===== config.mk =====
export PLATFORM = sky130hd
export DESIGN_NAME = gated_running_median_filter
export DESIGN_NICKNAME = d
export VERILOG_FILES = /design/src/grmf_pkg.sv /design/src/grmf_rank.sv /design/src/gated_running_median_filter.sv
export VERILOG_INCLUDE_DIRS = /design/src /design/src/src
export SDC_FILE = /design/constraint.sdc
export NUM_CORES = 1
export LEC_CHECK = 0
export BUFFER_PORTS_ARGS = -buffer_cell sky130_fd_sc_hd__buf_4
export CORE_MARGIN = 10
export CORE_UTILIZATION = 40
export CTS_BUF_LIST = sky130_fd_sc_hd__clkbuf_16
export DETAILED_ROUTE_END_ITERATION = 16
export HOLD_SLACK_MARGIN = 0.05
export PLACE_DENSITY = 0.61
export SYNTH_ARGS = -nofsm -noshare
export SYNTH_HDL_FRONTEND = slang
export SYNTH_SLANG_ARGS = --single-unit

===== constraint.sdc =====
create_clock -name clk -period 9.9 [get_ports clk]
set_clock_uncertainty 0.2 [all_clocks]
set_input_delay 0.99 -clock clk [delete_from_list [all_inputs] [get_ports clk]]
set_output_delay 0.99 -clock clk [all_outputs]
set_load 0.02 [all_outputs]

===== src/gated_running_median_filter_assert.svh =====
// assertion macros shared by the filter rtl
// no dependencies; expects clk and rst_n in the including scope
`ifndef GATED_RUNNING_MEDIAN_FILTER_ASSERT_SVH
`define GATED_RUNNING_MEDIAN_FILTER_ASSERT_SVH

// same-cycle implication, checked out of reset
`define GRMF_ASSERT_NOW(label, ante, cons, msg) \
    label: assert property (@(posedge clk) disable iff (!rst_n) (ante) |-> (cons)) \
        else $error(msg);

// next-cycle implication, checked out of reset
`define GRMF_ASSERT_NEXT(label, ante, cons, msg) \
    label: assert property (@(posedge clk) disable iff (!rst_n) (ante) |=> (cons)) \
        else $error(msg);

`endif


===== src/grmf_pkg.sv =====
// shared types and constants for the gated running median filter
// no dependencies
package grmf_pkg;

    localparam int DATA_W = 24;
    localparam int TIME_W = 48;
    localparam int GAP_W = 32;
    localparam int CFG_IDX_W = 2;
    localparam int CFG_DATA_W = 32;

    localparam int WINDOW_DEFAULT = 5;

    // configuration register indexes
    localparam logic [CFG_IDX_W-1:0] CFG_BAND_LOW = 2'd0;
    localparam logic [CFG_IDX_W-1:0] CFG_BAND_HIGH = 2'd1;
    localparam logic [CFG_IDX_W-1:0] CFG_GAP_LIMIT = 2'd2;

    // register reset values
    localparam logic signed [DATA_W-1:0] BAND_LOW_RST = -24'sd8388000;
    localparam logic signed [DATA_W-1:0] BAND_HIGH_RST = 24'sd8388000;
    localparam logic [GAP_W-1:0] GAP_LIMIT_RST = 32'd1000000;

    typedef struct packed {
        logic                     sample_present;
        logic signed [DATA_W-1:0] raw_sample;
        logic [TIME_W-1:0]        read_time_us;
    } grmf_in_t;

    typedef struct packed {
        logic signed [DATA_W-1:0] median_value;
        logic                     accepted;
        logic                     saturated;
        logic                     window_cleared;
    } grmf_out_t;

endpackage


===== src/grmf_rank.sv =====
// rank test of one window entry against all filled entries
// depends on grmf_pkg
module grmf_rank #(
    parameter int WINDOW = grmf_pkg::WINDOW_DEFAULT,
    parameter int CNT_W = $clog2(WINDOW + 1)
) (
    input  logic signed [grmf_pkg::DATA_W-1:0] entries [WINDOW],
    input  logic [CNT_W-1:0]                   fill,
    input  logic signed [grmf_pkg::DATA_W-1:0] candidate,
    output logic                               hit
);

    logic [CNT_W-1:0] less_cnt;
    logic [CNT_W-1:0] eq_cnt;
    logic [CNT_W-1:0] mid_rank;

    always_comb
    begin
        less_cnt = '0;
        eq_cnt = '0;
        for (int j = 0; j < WINDOW; j++)
        begin
            if (CNT_W'(j) < fill)
            begin
                if (entries[j] < candidate)
                begin
                    less_cnt = less_cnt + CNT_W'(1);
                end
                if (entries[j] == candidate)
                begin
                    eq_cnt = eq_cnt + CNT_W'(1);
                end
            end
        end
    end

    // upper median: sorted position fill/2
    assign mid_rank = fill >> 1;
    assign hit = (less_cnt <= mid_rank) && (mid_rank < less_cnt + eq_cnt);

endmodule


===== src/gated_running_median_filter.sv =====
// top level of the gated running median filter: gating, window, median sequencer
// depends on grmf_pkg, grmf_rank and gated_running_median_filter_assert.svh
//
//   channel  | direction | handshake                 | payload
//   ---------+-----------+---------------------------+-----------------------------
//   sample   | in        | sample_valid/sample_stall | grmf_in_t  (present, sample, time)
//   result   | out       | result_valid/result_stall | grmf_out_t (median, flags)
//   cfg      | in        | cfg_valid/cfg_ready       | cfg_index, cfg_data
//
// an item passes through eval, then a median scan over up to fill count
// candidates, then emit (absent or rejected samples skip the scan). the shared rank
// unit checks one candidate per cycle, which sets the scan length.
// reset clears all control state; window entries are not reset and are only
// read below the fill count. a stalled result sits in the output register
// while the next sample is taken; the sequencer waits only if it must emit then.
`include "gated_running_median_filter_assert.svh"

module gated_running_median_filter #(
    parameter int WINDOW = grmf_pkg::WINDOW_DEFAULT
) (
    input  logic                                clk,
    input  logic                                rst_n,
    input  logic                                sample_valid,
    output logic                                sample_stall,
    input  grmf_pkg::grmf_in_t                  sample,
    output logic                                result_valid,
    input  logic                                result_stall,
    output grmf_pkg::grmf_out_t                 result,
    input  logic                                cfg_valid,
    output logic                                cfg_ready,
    input  logic [grmf_pkg::CFG_IDX_W-1:0]      cfg_index,
    input  logic [grmf_pkg::CFG_DATA_W-1:0]     cfg_data
);

    localparam int CNT_W = $clog2(WINDOW + 1);
    localparam int IDX_W = (WINDOW > 1) ? $clog2(WINDOW) : 1;
    localparam int DW = grmf_pkg::DATA_W;
    localparam int TW = grmf_pkg::TIME_W;
    localparam int GW = grmf_pkg::GAP_W;

    typedef enum logic [3:0] {
        ST_IDLE = 4'b0001,   // waiting for a sample transfer
        ST_EVAL = 4'b0010,   // band and gap checks, window write
        ST_SCAN = 4'b0100,   // one candidate per cycle through the rank unit
        ST_EMIT = 4'b1000    // load the result register
    } state_t;

    state_t state_reg, state_next;

    // captured sample
    grmf_pkg::grmf_in_t item_reg;

    // configuration
    logic signed [DW-1:0] band_low_reg, band_low_next;
    logic signed [DW-1:0] band_high_reg, band_high_next;
    logic [GW-1:0]        gap_limit_reg, gap_limit_next;

    // window bookkeeping
    logic signed [DW-1:0] entries_reg [WINDOW];
    logic [IDX_W-1:0]     wpos_reg, wpos_next;
    logic [CNT_W-1:0]     fill_reg, fill_next;
    logic [TW-1:0]        last_time_reg, last_time_next;
    logic signed [DW-1:0] median_reg, median_next;

    // sequencer
    logic [IDX_W-1:0]     cand_reg, cand_next;
    logic                 acc_reg, acc_next;
    logic                 sat_reg, sat_next;
    logic                 clr_reg, clr_next;

    // output register
    logic                 result_valid_reg, result_valid_next;
    grmf_pkg::grmf_out_t  result_reg, result_next;

    // eval-cycle decisions
    logic                 in_band;
    logic                 take;
    logic                 gap_hit;
    logic [TW-1:0]        time_diff;
    logic [IDX_W-1:0]     wpos_eff;
    logic [CNT_W-1:0]     fill_eff;
    logic                 write_en;

    // scan
    logic signed [DW-1:0] cand_value;
    logic                 rank_hit;
    logic                 cand_last;
    logic                 emit_ok;

    assign sample_stall = (state_reg != ST_IDLE);
    assign cfg_ready = 1'b1;
    assign result_valid = result_valid_reg;
    assign result = result_reg;

    // band test and gap test on the captured sample
    assign in_band = (item_reg.raw_sample > band_low_reg)
                  && (item_reg.raw_sample < band_high_reg);
    assign take = item_reg.sample_present && in_band;
    assign time_diff = item_reg.read_time_us - last_time_reg;
    assign gap_hit = (last_time_reg != '0)
                  && (item_reg.read_time_us > last_time_reg)
                  && (time_diff > {{(TW-GW){1'b0}}, gap_limit_reg});

    // a long gap restarts the window before this sample goes in
    assign wpos_eff = gap_hit ? '0 : wpos_reg;
    assign fill_eff = gap_hit ? '0 : fill_reg;
    assign write_en = (state_reg == ST_EVAL) && take;

    assign cand_value = entries_reg[cand_reg];
    assign cand_last = (cand_reg == IDX_W'(fill_reg - CNT_W'(1)));
    assign emit_ok = !result_valid_reg || !result_stall;

    grmf_rank #(
        .WINDOW (WINDOW),
        .CNT_W  (CNT_W)
    ) u_rank (
        .entries   (entries_reg),
        .fill      (fill_reg),
        .candidate (cand_value),
        .hit       (rank_hit)
    );

    // configuration writes
    always_comb
    begin
        band_low_next = band_low_reg;
        band_high_next = band_high_reg;
        gap_limit_next = gap_limit_reg;
        if (cfg_valid && cfg_ready)
        begin
            unique case (cfg_index)
                grmf_pkg::CFG_BAND_LOW:  band_low_next = cfg_data[DW-1:0];
                grmf_pkg::CFG_BAND_HIGH: band_high_next = cfg_data[DW-1:0];
                grmf_pkg::CFG_GAP_LIMIT: gap_limit_next = cfg_data[GW-1:0];
                default:                 band_low_next = band_low_reg;
            endcase
        end
    end

    // sequencer
    always_comb
    begin
        state_next = state_reg;
        wpos_next = wpos_reg;
        fill_next = fill_reg;
        last_time_next = last_time_reg;
        median_next = median_reg;
        cand_next = cand_reg;
        acc_next = acc_reg;
        sat_next = sat_reg;
        clr_next = clr_reg;
        result_next = result_reg;
        result_valid_next = result_valid_reg;

        if (result_valid_reg && !result_stall)
        begin
            result_valid_next = 1'b0;
        end

        unique case (state_reg)
            ST_IDLE:
            begin
                if (sample_valid)
                begin
                    state_next = ST_EVAL;
                end
            end
            ST_EVAL:
            begin
                acc_next = take;
                sat_next = item_reg.sample_present && !in_band;
                clr_next = take && gap_hit;
                cand_next = '0;
                if (take)
                begin
                    wpos_next = (wpos_eff == IDX_W'(WINDOW - 1))
                              ? '0 : wpos_eff + IDX_W'(1);
                    fill_next = (fill_eff < CNT_W'(WINDOW))
                              ? fill_eff + CNT_W'(1) : fill_eff;
                    last_time_next = item_reg.read_time_us;
                    state_next = ST_SCAN;
                end
                else
                begin
                    state_next = ST_EMIT;
                end
            end
            ST_SCAN:
            begin
                if (rank_hit || cand_last)
                begin
                    median_next = cand_value;
                    state_next = ST_EMIT;
                end
                else
                begin
                    cand_next = cand_reg + IDX_W'(1);
                end
            end
            ST_EMIT:
            begin
                if (emit_ok)
                begin
                    result_next.median_value = median_reg;
                    result_next.accepted = acc_reg;
                    result_next.saturated = sat_reg;
                    result_next.window_cleared = clr_reg;
                    result_valid_next = 1'b1;
                    state_next = ST_IDLE;
                end
            end
            default:
            begin
                state_next = ST_IDLE;
            end
        endcase
    end

    // control state
    always_ff @(posedge clk or negedge rst_n)
    begin
        if (!rst_n)
        begin
            state_reg <= ST_IDLE;
            band_low_reg <= grmf_pkg::BAND_LOW_RST;
            band_high_reg <= grmf_pkg::BAND_HIGH_RST;
            gap_limit_reg <= grmf_pkg::GAP_LIMIT_RST;
            wpos_reg <= '0;
            fill_reg <= '0;
            last_time_reg <= '0;
            median_reg <= '0;
            result_valid_reg <= 1'b0;
        end
        else
        begin
            state_reg <= state_next;
            band_low_reg <= band_low_next;
            band_high_reg <= band_high_next;
            gap_limit_reg <= gap_limit_next;
            wpos_reg <= wpos_next;
            fill_reg <= fill_next;
            last_time_reg <= last_time_next;
            median_reg <= median_next;
            result_valid_reg <= result_valid_next;
        end
    end

    // payload, no reset
    always_ff @(posedge clk)
    begin
        if (sample_valid && !sample_stall)
        begin
            item_reg <= sample;
        end
        if (write_en)
        begin
            entries_reg[wpos_eff] <= item_reg.raw_sample;
        end
        cand_reg <= cand_next;
        acc_reg <= acc_next;
        sat_reg <= sat_next;
        clr_reg <= clr_next;
        result_reg <= result_next;
    end

    // fill count and write pointer stay inside the window
    `GRMF_ASSERT_NOW(a_fill_range, 1'b1, fill_reg <= CNT_W'(WINDOW), "fill count above window")
    `GRMF_ASSERT_NOW(a_wpos_range, 1'b1, wpos_reg <= IDX_W'(WINDOW - 1), "write pointer out of range")
    // the median must be found by the last filled candidate
    `GRMF_ASSERT_NOW(a_scan_hit, (state_reg == ST_SCAN) && cand_last, rank_hit, "no median rank found")
    // a cleared window always goes with an accepted sample, never with saturation
    `GRMF_ASSERT_NOW(a_flags, result_valid_reg, !(result_reg.window_cleared && !result_reg.accepted) && !(result_reg.accepted && result_reg.saturated), "inconsistent result flags")
    // a result appears only after the emit step
    `GRMF_ASSERT_NEXT(a_emit_src, !result_valid_reg && (state_reg != ST_EMIT), !result_valid_reg, "result without emit")

endmodule

==> results.json <==
{
  "cp_data_arrival_time_ns": 9.08,
  "cp_slowest_cell": "edfxtp_1",
  "synth_top_family_by_area": "adder cells",
  "placed_cells": 2843,
  "avgSynthCellArea_um2": 11.3,
  "place.gp.congestion": 0.903,
  "largest_register_ffs": 120,
  "io_pins": 142,
  "p_sw_uw": 2550,
  "synth-xor-area-share": 0.0206,
  "setup_viol": 0,
  "grt_max_degree": 104,
  "drt-initial-drc-count": 923,
  "rows": 86,
  "ys_seq_elements": 389,
  "switching_share": 0.387,
  "critPathRequiredTime_ns": 10.16,
  "cp-end-kind": "flop",
  "synth_compound_area_frac": 0.130,
  "antenna_cells": 0,
  "ys_types": 77,
  "grt.overflow.total": 0,
  "cts_hold_buffers": 0,
  "initial_core_util": 0.405,
  "numPortBuffers": 140,
  "status": "finished clean",
  "hold_ws_ns": 0.230,
  "p_leak_uw": 0.0108,
  "fin_crit_ns": 8.82,
  "powerDensity_nw_per_um2": 255,
  "clkSinkCount": 389,
  "syn2layout_area_growth_pct": 15.0,
  "critPathMaxFanout": 24,
  "synth.area.top_cells": "edfxtp_1 30%, dfrtp_1 15%, ha_1 15%",
  "synth_nets": 2368,
  "synth_edf_count": 226,
  "synth-main-ff-cell": "edfxtp_1",
  "yosysTopAreaCell": "edfxtp_1",
  "yosys.area_share.simple": 0.0993,
  "synthMuxAreaShare": 0.0717,
  "route.detailed.drc": 0,
  "fmax_ghz": 0.113,
  "start_kind": "flop",
  "synthCells": 1990,
  "first_pass_iters": 5,
  "synth.top_cell.area_share": 0.303,
  "grtUsageTotal": 0.172,
  "totalWireLength_um": 57700,
  "cts_inserted_buffers": 42,
  "h-tree-depth": 2,
  "fin_area_um2": 25800,
  "routed_via_density": 5.43,
  "fill_cells": 5150,
  "clockPowerShare": 0.236,
  "final_cells": 2921,
  "worst_pin_slew_ns": 1.17,
  "ctsResizeCount": 0,
  "maxSlewHeadroom": 0.198,
  "synthAdderAreaFrac": 0.149,
  "rsz0062_at_grt": "no",
  "cts_tree": "yes",
  "cts_post_setup_buffers_inserted": 0,
  "insertion_delay_ns": 0.58,
  "die_h_um": 257,
  "core_um2": 55300,
  "antenna_found_initial": 0,
  "synthArstFlopShare": 0.419,
  "p_int_uw": 4040,
  "combPwrFrac": 0.424,
  "ys_seq_area_frac": 0.486,
  "hp-class": "in -> async",
  "maxSlewViolCount": 0,
  "routedWlPerCell_um": 19.8,
  "antenna_left": 0,
  "vdd_drop_max_mv": 0.155,
  "grt_pass1_wl_um": 90500,
  "setup_tns_ns": 0,
  "layout.nets": 2517,
  "grt_pass1_vias": 16400,
  "cts_root_buf": "clkbuf_16",
  "clockBufferDepth": 3,
  "p_seq_frac": 0.340,
  "postLayoutCoreUtil": 0.466,
  "finalCritPeriodShare": 0.891,
  "hpwl_um": 45300,
  "crit_type": "reg -> reg",
  "cap_violations": 0,
  "vias": 15900,
  "hold_viol": 0,
  "critPathMostFrequentCell": "ha_1",
  "yosys_warnings": 0,
  "final_layout_size_suffix_gt1_frac": 0.171,
  "placed_area_um2": 24400,
  "die-area_um2": 65900,
  "clk_pin_slew_worst_paths_ns": 0.06,
  "slowest_delay_ns": 0.90,
  "die_x_um": 257,
  "syn_area_um2": 22400
}
[routing by layer]
metal,up-vias,global-route usage,wire length [µm]
met4,0,0.0659,1980
li1,7664,-,-
met5,-,0,0
met3,111,0.0286,2750
met1,7631,0.218,25600
met2,449,0.291,27400
[synthesized netlist by cell type (29+ instances only)]
| master | number |
|---|---|
| edfxtp_1 | 226 |
| mux2i_1 | 29 |
| clkbuf_1 | 46 |
| a21o_1 | 63 |
| xnor2_1 | 30 |
| o21ai_0 | 122 |
| nand4_1 | 64 |
| mux2_2 | 69 |
| nor2_1 | 73 |
| nand2_1 | 158 |
| a21oi_1 | 129 |
| ha_1 | 264 |
| dfrtp_1 | 135 |
| inv_1 | 192 |
[cell type report]
| type | instances | area (µm²) | share of cell area |
|---|---|---|---|
| multi-input cells | 1353 | 10600 | 0.413 |
| inverters | 193 | 724 | 0.0281 |
| clock buffers | 46 | 1150 | 0.0447 |
| well taps | 748 | 936 | 0.0363 |
| clock inverters | 32 | 224 | 0.00869 |
| repair buffers | 160 | 1200 | 0.0467 |
| flip-flops and latches | 389 | 10900 | 0.423 |
[critical path: cells and delay by family, from the launching register on]
kind                       cells  cell delay [ns]
AOI/OAI and AO/OA             11             2.39
adders and majority gates      7             2.32
buffers and inverters          2             0.42
DFF                            1             0.90
muxes                          5             1.81
and+or+nand+nor                6             0.63
[stage by stage]
| step | total power, µW | setup WS, ns |
|---|---|---|
| 2_1_floorplan | 4240 | 0.919 |
| 3_3_place_gp | 4970 | 1.19 |
| 3_5_place_dp | 5040 | 1.14 |
| 4_1_cts | 6630 | 1.09 |
| 5_1_grt | 7090 | 0.660 |
| 6_report | 6580 | 1.08 |
[path summary, 6_finish.rpt]
path | from | end | slack, ns | cells after the start
worst min register to register | acc_reg | result[2] | 0.24 | 0
min in group clk | acc_reg | result[2] | 0.24 | 0
max in group asynchronous | rst_n | band_low_reg[20] | 7.45 | 3
worst max register to register | cand_reg[0] | median_reg[0] | 1.08 | 31
worst min-delay path | rst_n | median_reg[10] | 0.23 | 1
worst max-delay path | cand_reg[0] | median_reg[0] | 1.08 | 31
[cell usage in the layout, fill, tap and decap left out, types with 9 or more instances in the layout]
cell       instances
buf_4            159
o21a_1            21
nor2b_1           26
clkbuf_16         46
nand2_1          158
edfxtp_1         226
dfrtp_1          135
o31ai_1            9
nor2_1            72
dfstp_2           28
inv_1            195
ha_1             264
o21ai_0          122
nor3_1            26
a31oi_1           14
a21o_1            63
xor2_1            20
mux2_2            69
clkinv_2          12
xnor2_1           30
a22oi_1           28
nand4_1           64
mux4_2            24
nand3_1           20
o21bai_1          15
nand2b_1           9
a21oi_1          127
nor4_1            21
mux2i_1           29
[power groups by stage]
stage | registers [µW] | clock network (µW) | logic, µW
after global placement | 2260 | 0 | 2710
after floorplan | 2190 | 0 | 2050
after detailed placement | 2270 | 0 | 2770
final | 2240 | 1550 | 2790
after CTS | 2240 | 1600 | 2790
after global routing | 2270 | 1670 | 3150
[kinds of logic after synthesis]
kind of cell             after synthesis
XOR/XNOR                              51
multiplexers                         122
AO/OA/AOI/OAI                        464
buffers and inverters                248
AND/OR/NAND/NOR                      449
flip-flops                           389
other                                  1
adder cells (fa/ha/maj)              266
Power figures use the tool's default switching activity.
